$ cat config.mk
export PLATFORM = sky130hd
export DESIGN_NAME = rate_class_level_tracker_unit
export DESIGN_NICKNAME = d
export VERILOG_FILES = /design/src/design/rctl_pkg.sv /design/src/design/rctl_serdiv.sv /design/src/design/rctl_cfg_regs.sv /design/src/design/rate_class_level_tracker_unit.sv
export SDC_FILE = /design/constraint.sdc
export NUM_CORES = 2
export LEC_CHECK = 0
export BUFFER_PORTS_ARGS = -buffer_cell sky130_fd_sc_hd__clkbuf_2
export CAP_MARGIN = 10
export CORE_ASPECT_RATIO = 1.1
export CORE_UTILIZATION = 45
export DETAILED_ROUTE_END_ITERATION = 8
export PLACE_DENSITY = 0.6
export RECOVER_POWER = 100
export SLEW_MARGIN = 20
export SYNTH_ARGS = -nofsm -noshare
export SYNTH_HDL_FRONTEND = slang
export SYNTH_SLANG_ARGS = --single-unit
$ cat constraint.sdc
create_clock -name clk -period 8.3 [get_ports clk]
set_input_delay 0.415 -clock clk [delete_from_list [all_inputs] [get_ports clk]]
set_output_delay 0.415 -clock clk [all_outputs]
set_load 0.02 [all_outputs]
$ cat src/design/rctl_pkg.sv
// Shared types and constants of the rate class level tracker.
`timescale 1ns / 1ps
`default_nettype none
package rctl_pkg;

	localparam int LVL_W     = 16;
	localparam int TIME_W    = 32;
	localparam int DLY_W     = 34;
	localparam int IDX_W     = 3;
	localparam int KSPAN_W   = 19;
	localparam int DIV_STEPS = 32;
	localparam int DIV_CNT_W = $clog2(DIV_STEPS + 1);

	localparam logic [LVL_W-1:0] WINDOW_RST = 16'd10;
	localparam logic [LVL_W-1:0] MAX_RST    = 16'd5000;
	localparam logic [LVL_W-1:0] THR_NONE   = 16'd9999;
	localparam logic [LVL_W-1:0] IDLE_DIV   = 16'd10;

	typedef enum logic [IDX_W-1:0] {
		REG_WINDOW = 3'd0,
		REG_CLEAR  = 3'd1,
		REG_ALERT  = 3'd2,
		REG_LIMIT  = 3'd3,
		REG_MAX    = 3'd4
	} reg_idx_t;

	typedef enum logic [2:0] {
		MODE_CLEAR  = 3'd0,
		MODE_ALERT  = 3'd1,
		MODE_LIMIT  = 3'd2,
		MODE_IDLE10 = 3'd3,
		MODE_IDLE30 = 3'd4,
		MODE_IDLE50 = 3'd5,
		MODE_IDLE70 = 3'd6,
		MODE_NONE   = 3'd7
	} mode_t;

	typedef struct packed {
		logic [LVL_W-1:0] window_size;
		logic [LVL_W-1:0] clear_level;
		logic [LVL_W-1:0] alert_level;
		logic [LVL_W-1:0] limit_level;
		logic [LVL_W-1:0] max_level;
	} cfg_t;

	typedef struct packed {
		logic start;
		logic done;
	} div_ctl_t;

	typedef enum logic [4:0] {
		ST_IDLE = 5'b00001,
		ST_DIV  = 5'b00010,
		ST_CALC = 5'b00100,
		ST_MUL  = 5'b01000,
		ST_DONE = 5'b10000
	} state_t;

endpackage
`default_nettype wire

$ cat src/design/rctl_serdiv.sv
// Bit-serial restoring divider: 32-bit dividend by 16-bit divisor, one quotient bit a cycle.
`timescale 1ns / 1ps
`default_nettype none
module rctl_serdiv (
	input  wire logic                         clk,
	input  wire logic                         arst_n,
	input  wire logic                         start,
	input  wire logic [rctl_pkg::TIME_W-1:0]  dividend,
	input  wire logic [rctl_pkg::LVL_W-1:0]   divisor,
	output logic                              done,
	output logic      [rctl_pkg::TIME_W-1:0]  quotient
);

	logic [rctl_pkg::TIME_W-1:0]    quo_q;
	logic [rctl_pkg::LVL_W:0]       rem_q;
	logic [rctl_pkg::LVL_W-1:0]     dvs_q;
	logic [rctl_pkg::DIV_CNT_W-1:0] cnt_q;
	logic                           run_q;
	logic                           done_q;
	logic [rctl_pkg::LVL_W:0]       trial;
	logic                           qbit;

	// shift the next dividend bit into the partial remainder and try a subtract
	assign trial = {rem_q[rctl_pkg::LVL_W-1:0], quo_q[rctl_pkg::TIME_W-1]};
	assign qbit  = (trial >= {1'b0, dvs_q});

	always_ff @(posedge clk or negedge arst_n) begin
		if (!arst_n) begin
			run_q  <= 1'b0;
			done_q <= 1'b0;
			cnt_q  <= '0;
		end else begin
			done_q <= run_q && (cnt_q == rctl_pkg::DIV_CNT_W'(1));
			if (start) begin
				run_q <= 1'b1;
				cnt_q <= rctl_pkg::DIV_CNT_W'(rctl_pkg::DIV_STEPS);
			end else if (run_q) begin
				cnt_q <= cnt_q - rctl_pkg::DIV_CNT_W'(1);
				if (cnt_q == rctl_pkg::DIV_CNT_W'(1)) begin
					run_q <= 1'b0;
				end
			end
		end
	end

	always_ff @(posedge clk) begin
		if (start) begin
			quo_q <= dividend;
			rem_q <= '0;
			dvs_q <= divisor;
		end else if (run_q) begin
			quo_q <= {quo_q[rctl_pkg::TIME_W-2:0], qbit};
			rem_q <= qbit ? (trial - {1'b0, dvs_q}) : trial;
		end
	end

	assign done     = done_q;
	assign quotient = quo_q;

endmodule
`default_nettype wire

$ cat src/design/rctl_cfg_regs.sv
// Configuration register file of the rate class level tracker.
`timescale 1ns / 1ps
`default_nettype none
module rctl_cfg_regs (
	input  wire logic                       clk,
	input  wire logic                       arst_n,
	input  wire logic                       wr_en,
	input  wire logic [rctl_pkg::IDX_W-1:0] wr_idx,
	input  wire logic [rctl_pkg::LVL_W-1:0] wr_data,
	output rctl_pkg::cfg_t                  cfg,
	output logic                            max_wr
);

	rctl_pkg::cfg_t cfg_q;

	always_ff @(posedge clk or negedge arst_n) begin
		if (!arst_n) begin
			cfg_q.window_size <= rctl_pkg::WINDOW_RST;
			cfg_q.clear_level <= '0;
			cfg_q.alert_level <= '0;
			cfg_q.limit_level <= '0;
			cfg_q.max_level   <= rctl_pkg::MAX_RST;
		end else if (wr_en) begin
			unique case (rctl_pkg::reg_idx_t'(wr_idx))
				rctl_pkg::REG_WINDOW: cfg_q.window_size <= wr_data;
				rctl_pkg::REG_CLEAR:  cfg_q.clear_level <= wr_data;
				rctl_pkg::REG_ALERT:  cfg_q.alert_level <= wr_data;
				rctl_pkg::REG_LIMIT:  cfg_q.limit_level <= wr_data;
				rctl_pkg::REG_MAX:    cfg_q.max_level   <= wr_data;
				default: ;
			endcase
		end
	end

	// a write of the cap also reloads the tracked level
	assign max_wr = wr_en && (wr_idx == rctl_pkg::REG_MAX);
	assign cfg    = cfg_q;

endmodule
`default_nettype wire

$ cat src/design/rate_class_level_tracker_unit.sv
// Top level of the rate class level tracker: control sequence, state and result register.
//
// Usage:
//   Input channel (in_valid/in_ready) takes one item: command, now_ms, limit_mode.
//   Output channel (out_valid/out_ready) gives one result per item: next_level,
//   threshold, delay_ms and below_threshold.
//   Configuration channel (cfg_valid/cfg_ready) writes register cfg_index with
//   cfg_data; cfg_ready is always high. Write only while no item is in flight.
// Sequence:
//   After its transfer an item passes through the bit-serial dividers (one
//   quotient bit per cycle), the collection of their results, the forming of
//   level and threshold, the delay multiply and the hand-over of the result to
//   the output register, which waits while that register is still full.
//   One item in work at a time: in_ready rises with the result load.
// Stall:
//   A result that is not taken holds in the output register; the next item is
//   accepted meanwhile and its result waits in the block until the register frees.
// Reset:
//   arst_n clears control state, loads the configuration reset values, sets the
//   tracked level to the cap (5000) and the stored tick to zero.
`timescale 1ns / 1ps
`default_nettype none
module rate_class_level_tracker_unit (
	input  wire logic                              clk,
	input  wire logic                              arst_n,
	input  wire logic                              in_valid,
	output logic                                   in_ready,
	input  wire logic                              command,
	input  wire logic [rctl_pkg::TIME_W-1:0]       now_ms,
	input  wire logic [2:0]                        limit_mode,
	output logic                                   out_valid,
	input  wire logic                              out_ready,
	output logic      [rctl_pkg::LVL_W-1:0]        next_level,
	output logic      [rctl_pkg::LVL_W-1:0]        threshold,
	output logic signed [rctl_pkg::DLY_W-1:0]      delay_ms,
	output logic                                   below_threshold,
	input  wire logic                              cfg_valid,
	output logic                                   cfg_ready,
	input  wire logic [rctl_pkg::IDX_W-1:0]        cfg_index,
	input  wire logic [rctl_pkg::LVL_W-1:0]        cfg_data
);

	rctl_pkg::state_t state_q;
	rctl_pkg::cfg_t   cfg;
	logic             max_wr;

	// tracked state
	logic [rctl_pkg::LVL_W-1:0]  lvl_store_q;
	logic [rctl_pkg::TIME_W-1:0] time_store_q;

	// item fields held for the whole computation
	logic                        cmd_q;
	logic [rctl_pkg::TIME_W-1:0] now_q;
	rctl_pkg::mode_t             mode_q;

	// intermediate results
	logic [rctl_pkg::LVL_W-1:0]       lvl_q;
	logic [rctl_pkg::LVL_W-1:0]       thr_q;
	logic signed [rctl_pkg::LVL_W:0]  diff_q;
	logic [rctl_pkg::LVL_W-1:0]       res_lvl_q;
	logic [rctl_pkg::LVL_W-1:0]       res_thr_q;
	logic signed [rctl_pkg::DLY_W-1:0] res_dly_q;
	logic                             res_below_q;

	// output register
	logic                             out_valid_q;
	logic [rctl_pkg::LVL_W-1:0]       out_lvl_q;
	logic [rctl_pkg::LVL_W-1:0]       out_thr_q;
	logic signed [rctl_pkg::DLY_W-1:0] out_dly_q;
	logic                             out_below_q;

	logic                             in_xfer;
	logic                             out_load;
	logic [rctl_pkg::LVL_W-1:0]       w_eff;
	logic [rctl_pkg::LVL_W-1:0]       w_m1;
	logic [rctl_pkg::LVL_W-1:0]       span;
	logic [2:0]                       kmul;
	logic [rctl_pkg::TIME_W-1:0]      dvd_lvl;
	logic [rctl_pkg::TIME_W-1:0]      dvd_elap;
	logic [rctl_pkg::KSPAN_W-1:0]     kspan;
	logic [rctl_pkg::TIME_W-1:0]      quo_lvl;
	logic [rctl_pkg::TIME_W-1:0]      quo_elap;
	logic [rctl_pkg::TIME_W-1:0]      quo_idle;
	rctl_pkg::div_ctl_t               div_a;
	rctl_pkg::div_ctl_t               div_b;
	rctl_pkg::div_ctl_t               div_c;
	logic [rctl_pkg::TIME_W:0]        lvl_sum;
	logic [rctl_pkg::LVL_W-1:0]       lvl_cap;
	logic [rctl_pkg::LVL_W-1:0]       thr_sel;
	logic signed [rctl_pkg::DLY_W-1:0] dly_prod;

	rctl_cfg_regs u_cfg (
		.clk     (clk),
		.arst_n  (arst_n),
		.wr_en   (cfg_valid),
		.wr_idx  (cfg_index),
		.wr_data (cfg_data),
		.cfg     (cfg),
		.max_wr  (max_wr)
	);

	assign cfg_ready = 1'b1;
	assign in_ready  = (state_q == rctl_pkg::ST_IDLE);
	assign in_xfer   = in_valid && in_ready;
	assign out_load  = (state_q == rctl_pkg::ST_DONE) && (!out_valid_q || out_ready);

	// a zero window acts as a window of one
	assign w_eff = (cfg.window_size == '0) ? rctl_pkg::LVL_W'(1) : cfg.window_size;
	assign w_m1  = w_eff - rctl_pkg::LVL_W'(1);

	// idle thresholds use the span between clear and cap, floored at zero
	assign span = (cfg.max_level > cfg.clear_level) ? (cfg.max_level - cfg.clear_level) : '0;

	always_comb begin
		unique case (rctl_pkg::mode_t'(limit_mode))
			rctl_pkg::MODE_IDLE10: kmul = 3'd1;
			rctl_pkg::MODE_IDLE30: kmul = 3'd3;
			rctl_pkg::MODE_IDLE50: kmul = 3'd5;
			rctl_pkg::MODE_IDLE70: kmul = 3'd7;
			default:               kmul = 3'd0;
		endcase
	end

	// dividend operands, taken at the input transfer
	assign dvd_lvl  = {16'b0, lvl_store_q} * {16'b0, w_m1};
	assign dvd_elap = now_ms - time_store_q;
	assign kspan    = {3'b0, span} * {16'b0, kmul};

	assign div_a.start = in_xfer;
	assign div_b.start = in_xfer;
	assign div_c.start = in_xfer;

	rctl_serdiv u_div_lvl (
		.clk      (clk),
		.arst_n   (arst_n),
		.start    (div_a.start),
		.dividend (dvd_lvl),
		.divisor  (w_eff),
		.done     (div_a.done),
		.quotient (quo_lvl)
	);

	rctl_serdiv u_div_elap (
		.clk      (clk),
		.arst_n   (arst_n),
		.start    (div_b.start),
		.dividend (dvd_elap),
		.divisor  (w_eff),
		.done     (div_b.done),
		.quotient (quo_elap)
	);

	rctl_serdiv u_div_idle (
		.clk      (clk),
		.arst_n   (arst_n),
		.start    (div_c.start),
		.dividend ({{(rctl_pkg::TIME_W - rctl_pkg::KSPAN_W){1'b0}}, kspan}),
		.divisor  (rctl_pkg::IDLE_DIV),
		.done     (div_c.done),
		.quotient (quo_idle)
	);

	// level: sum of the two quotients, capped at the configured max
	assign lvl_sum = {1'b0, quo_lvl} + {1'b0, quo_elap};
	assign lvl_cap = (lvl_sum > {17'b0, cfg.max_level}) ? cfg.max_level
	                                                      : lvl_sum[rctl_pkg::LVL_W-1:0];

	always_comb begin
		unique case (mode_q)
			rctl_pkg::MODE_CLEAR: thr_sel = cfg.clear_level;
			rctl_pkg::MODE_ALERT: thr_sel = cfg.alert_level;
			rctl_pkg::MODE_LIMIT: thr_sel = cfg.limit_level;
			rctl_pkg::MODE_IDLE10,
			rctl_pkg::MODE_IDLE30,
			rctl_pkg::MODE_IDLE50,
			rctl_pkg::MODE_IDLE70:
				thr_sel = cfg.clear_level + quo_idle[rctl_pkg::LVL_W-1:0];
			default:              thr_sel = rctl_pkg::THR_NONE;
		endcase
	end

	assign dly_prod = rctl_pkg::DLY_W'(diff_q) * rctl_pkg::DLY_W'($signed({1'b0, w_eff}));

	// sequencer
	always_ff @(posedge clk or negedge arst_n) begin
		if (!arst_n) begin
			state_q <= rctl_pkg::ST_IDLE;
		end else begin
			unique case (state_q)
				rctl_pkg::ST_IDLE: if (in_xfer) state_q <= rctl_pkg::ST_DIV;
				rctl_pkg::ST_DIV:  if (div_a.done) state_q <= rctl_pkg::ST_CALC;
				rctl_pkg::ST_CALC: state_q <= rctl_pkg::ST_MUL;
				rctl_pkg::ST_MUL:  state_q <= rctl_pkg::ST_DONE;
				rctl_pkg::ST_DONE: if (out_load) state_q <= rctl_pkg::ST_IDLE;
				default:           state_q <= rctl_pkg::ST_IDLE;
			endcase
		end
	end

	// tracked level and tick: advance on a sent packet, reload the level on a cap write
	always_ff @(posedge clk or negedge arst_n) begin
		if (!arst_n) begin
			lvl_store_q  <= rctl_pkg::MAX_RST;
			time_store_q <= '0;
		end else if (max_wr) begin
			lvl_store_q <= cfg_data;
		end else if (out_load && cmd_q) begin
			lvl_store_q  <= res_lvl_q;
			time_store_q <= now_q;
		end
	end

	// item capture and datapath stages
	always_ff @(posedge clk) begin
		if (in_xfer) begin
			cmd_q  <= command;
			now_q  <= now_ms;
			mode_q <= rctl_pkg::mode_t'(limit_mode);
		end
		if (state_q == rctl_pkg::ST_CALC) begin
			lvl_q  <= lvl_cap;
			thr_q  <= thr_sel;
			diff_q <= $signed({1'b0, thr_sel}) - $signed({1'b0, lvl_store_q});
		end
		if (state_q == rctl_pkg::ST_MUL) begin
			res_lvl_q   <= lvl_q;
			res_thr_q   <= thr_q;
			res_dly_q   <= dly_prod + $signed({18'b0, lvl_store_q});
			res_below_q <= (lvl_q < thr_q);
		end
		if (out_load) begin
			out_lvl_q   <= res_lvl_q;
			out_thr_q   <= res_thr_q;
			out_dly_q   <= res_dly_q;
			out_below_q <= res_below_q;
		end
	end

	// output register: hold until the transfer, load when free
	always_ff @(posedge clk or negedge arst_n) begin
		if (!arst_n) begin
			out_valid_q <= 1'b0;
		end else if (out_load) begin
			out_valid_q <= 1'b1;
		end else if (out_ready) begin
			out_valid_q <= 1'b0;
		end
	end

	assign out_valid       = out_valid_q;
	assign next_level      = out_lvl_q;
	assign threshold       = out_thr_q;
	assign delay_ms        = out_dly_q;
	assign below_threshold = out_below_q;

endmodule
`default_nettype wire

==> results_dict.tcl <==
set metrics [dict create \
    ys_seq_area_frac 0.3029 \
    syn_nets 5954 \
    cts_tree "done" \
    final.setup_skew_ns 0.03025 \
    reg2reg_depth 34 \
    holdCritStartpoint "now_ms[12]" \
    grt_pass1_wl_um 200300 \
    crit_path_max_fanout 6 \
    hold_violations 0 \
    clock_path_buffers 3 \
    vias_per_cell 5.339 \
    hold_end "now_q[12]$_DFFE_PP_" \
    drc 7 \
    synth_top_area_share 0.2105 \
    synth-async-reset-ratio 0.2916 \
    critPathKind "reg2reg" \
    avgSynthCellArea_um2 9.718 \
    r2r_start "u_cfg.cfg[71]$_DFFE_PN0P_" \
    status "finished, violations left" \
    clkLatencyLatePin_ns 0.66 \
    netlist_area_um2 48500 \
    fin_setup_tns_ns 0 \
    wl_met2_um 61290 \
    wirelength_um 127500 \
    drtPass1Iterations 9 \
    ys_ff_latch 535 \
    cp-end-kind "flip-flop" \
    clk_pin_slew_ns 0.06 \
    yosysTopAreaCell "fa_1" \
    antenna_found_initial 2 \
    postPlaceCellArea_um2 51180 \
    final.period_utilization 0.9749 \
    grt_pass1_vias 35630 \
    synth-edff-count 318 \
    crit_arrival_ns 8.47 \
    tightest_slew_ns 5.586 \
    synth_flop_cell "edfxtp_1" \
    violations "DRC, capacitance limit, slew limit" \
    grt-ovfl-total 0 \
    cts-root-buf "clkbuf_16" \
    drtIter0Drc 2398 \
    diodes 0 \
    placementRows 125 \
    synthCells 4991 \
    drive_gt1_frac 0.08229 \
    start_util 0.4567 \
    fmax_mhz 123.6 \
    top_layer "met5" \
    cpPeakStageDelay_ns 0.57 \
    slew_violations 801 \
    wirelength_met1_um 55070 \
    worstHoldPathCells 1 \
    die_w_um 315.0 \
    fin_crit_ns 8.092 \
    ys_warn_count 0 \
    htree_levels 3 \
    cap_violations 18 \
    rr_endpoint "u_div_lvl.quotient[29]$_DFFE_PP_" \
    yosysUniqueCellTypes 95 \
    fin_hold_ws_ns 0.1019 \
    ant_nets 0 \
    crit_required_ns 8.68 \
    core_um2 106200 \
    grt_use_total 0.2359 \
    cpMaxStageDelayCell "fa_1" \
    gp_congestion 0.9005 \
    crit_path_start_kind "flip-flop" \
    setup_viol 0 \
    dp_hpwl_um 98540 \
    yosys-top-cells-area "fa_1 21%, edfxtp_1 20%, ha_1 10%, dfrtp_1 7.4%, inv_1 6.1%" \
    wl_met3_um 6636 \
    port_buffers 128 \
    grt_max_degree 96 \
    cts_buffers 67 \
    die_h_um 346.3 \
    vias 35290 \
    fin_area_um2 54030 \
    cpMostUsedCell "fa_1" \
    hold_path_class "in2reg" \
    r2r_setup_slack_ns 0.21 \
    synthToLayoutAreaGrowth_pct 11.39 \
    drt-wirelength-per-cell_um 19.29 \
    io-pin-count 130 \
    slew_headroom -2.724 \
    die_area_um2 109100 \
    cts_sinks 535 \
    nNetsFinal 6121 \
]
## state kept, by name, summed over array words and instances (netlist names), 17 cells and up
name / cells
u_div_elap.quotient: 32
u_div_idle.quotient: 32
res_dly_q: 34
u_cfg.cfg: 80
time_store_q: 32
diff_q: 17
u_div_lvl.quotient: 32
now_q: 32
delay_ms: 34
## worst max path at each step
stage,startpoint,endpoint,slack [ns],cells after the start
after floorplan,u_cfg.cfg[70]$_DFFE_PN0P_,u_div_lvl.quotient[29]$_DFFE_PP_,0.01,34
after global placement,u_cfg.cfg[70]$_DFFE_PN0P_,u_div_lvl.quotient[29]$_DFFE_PP_,0.05,33
after detailed placement,u_cfg.cfg[70]$_DFFE_PN0P_,u_div_lvl.quotient[30]$_DFFE_PP_,-0.07,30
after CTS,u_cfg.cfg[70]$_DFFE_PN0P_,u_div_lvl.quotient[31]$_DFFE_PP_,0.006,34
after global routing,u_cfg.cfg[71]$_DFFE_PN0P_,u_div_lvl.quotient[30]$_DFFE_PP_,-0.08,35
final,u_cfg.cfg[71]$_DFFE_PN0P_,u_div_lvl.quotient[29]$_DFFE_PP_,0.21,34
## synthesized netlist by cell type, drive strengths merged (9+ instances only)
master,count
mux2i,80
nand2,622
dfxtp,61
xnor2,112
a31oi,20
nor3,78
fa,510
o21ai,278
and2,168
or2,11
o21bai,21
a211o,9
nand3,62
edfxtp,318
dfrtp,143
a21boi,13
mux2,68
a21oi,198
nand2b,34
dfstp,13
ha,393
buf,19
a211oi,40
nand4,29
and3,28
o211ai,17
o31ai,22
inv,785
or3,11
o21a,25
clkbuf,172
xor2,94
a2111oi,10
nor2b,28
a21o,78
nor2,270
nor4,23
## per-layer routing
metal | track usage | up-vias
met1 | 0.3108 | 17480
li1 | - | 16790
met2 | 0.3948 | 824
met5 | 0 | -
met3 | 0.03318 | 203
met4 | 0.08203 | 2
## timing repair
action                     4_1_cts  5_1_grt
setup endpoints to repair        5       14
hold buffers                    38        0
pin swaps                        2       80
setup buffers                    1       27
hold endpoints to repair       120        0
gates resized for setup          4       75
## layout make-up
| class | count | area [um^2] |
|---|---|---|
| Clock inverter | 33 | 337.8 |
| Multi-Input combinational cell | 3475 | 30600 |
| Fill cell | 9864 | 52170 |
| Tap cell | 1397 | 1748 |
| Sequential cell | 535 | 14690 |
| Timing Repair Buffer | 291 | 1834 |
| Inverter | 788 | 2959 |
| Clock buffer | 91 | 1857 |
## logic make-up (layout without fill, tap and decap cells)
kind of cell | count (synthesis) | after routing | share of synthesized area
compound gates | 806 | 806 | 0.1027
xor+xnor | 206 | 206 | 0.03720
fa+ha+maj | 903 | 903 | 0.3119
buf+inv | 981 | 1203 | 0.07747
flops | 535 | 535 | 0.3029
mux | 148 | 148 | 0.03299
other cells | 1 | 1 | 0.00007732
simple gates | 1411 | 1411 | 0.1348
## worst max-delay path, delay by kind of cell, from the launching register on
family	cells	cell delay, ns
AND/OR/NAND/NOR	11	2.14
buffers and inverters	7	0.47
AO/OA/AOI/OAI	6	1.07
adder cells (fa/ha/maj)	8	3.42
flip-flops	1	0.37
XOR/XNOR	2	0.35
## cells in the final DEF (no fill, tap or decap), types with 22 or more instances in the layout
cell type / Yosys / layout
nand4_1: 29 / 29
xnor2_1: 112 / 107
ha_1: 393 / 377
nor2b_1: 28 / 28
nand3_1: 62 / 61
and2_1: 167 / 165
nor2_1: 270 / 267
a21o_1: 75 / 75
a211oi_1: 39 / 36
xor2_1: 94 / 89
o21ai_0: 275 / 268
a21oi_1: 198 / 192
o21a_1: 25 / 25
inv_1: 785 / 774
dfxtp_1: 61 / 61
edfxtp_1: 318 / 318
clkbuf_1: 170 / 146
buf_4: 3 / 91
dlygate4sd3_1: 0 / 38
dfrtp_1: 143 / 142
nand2_1: 622 / 611
and3_1: 27 / 27
clkbuf_16: 0 / 68
mux2_2: 59 / 59
nor4_1: 23 / 22
nor3_1: 78 / 75
nand2b_1: 34 / 32
fa_1: 510 / 505
mux2i_1: 80 / 80
## metrics by stage
step             util  worst slack (ns)  cells
2_1_floorplan       -           0.01416   4991
3_3_place_gp   0.4820           0.04903   6419
3_5_place_dp   0.4820          -0.07462   6419
4_1_cts        0.5065          0.005708   6582
5_1_grt        0.5087          -0.07954   6610
6_report       0.5087            0.2080   6610
Power is left out: the tool's default activity adds up to more than one toggle a clock period on the data nets, which glitch-free logic cannot reach.
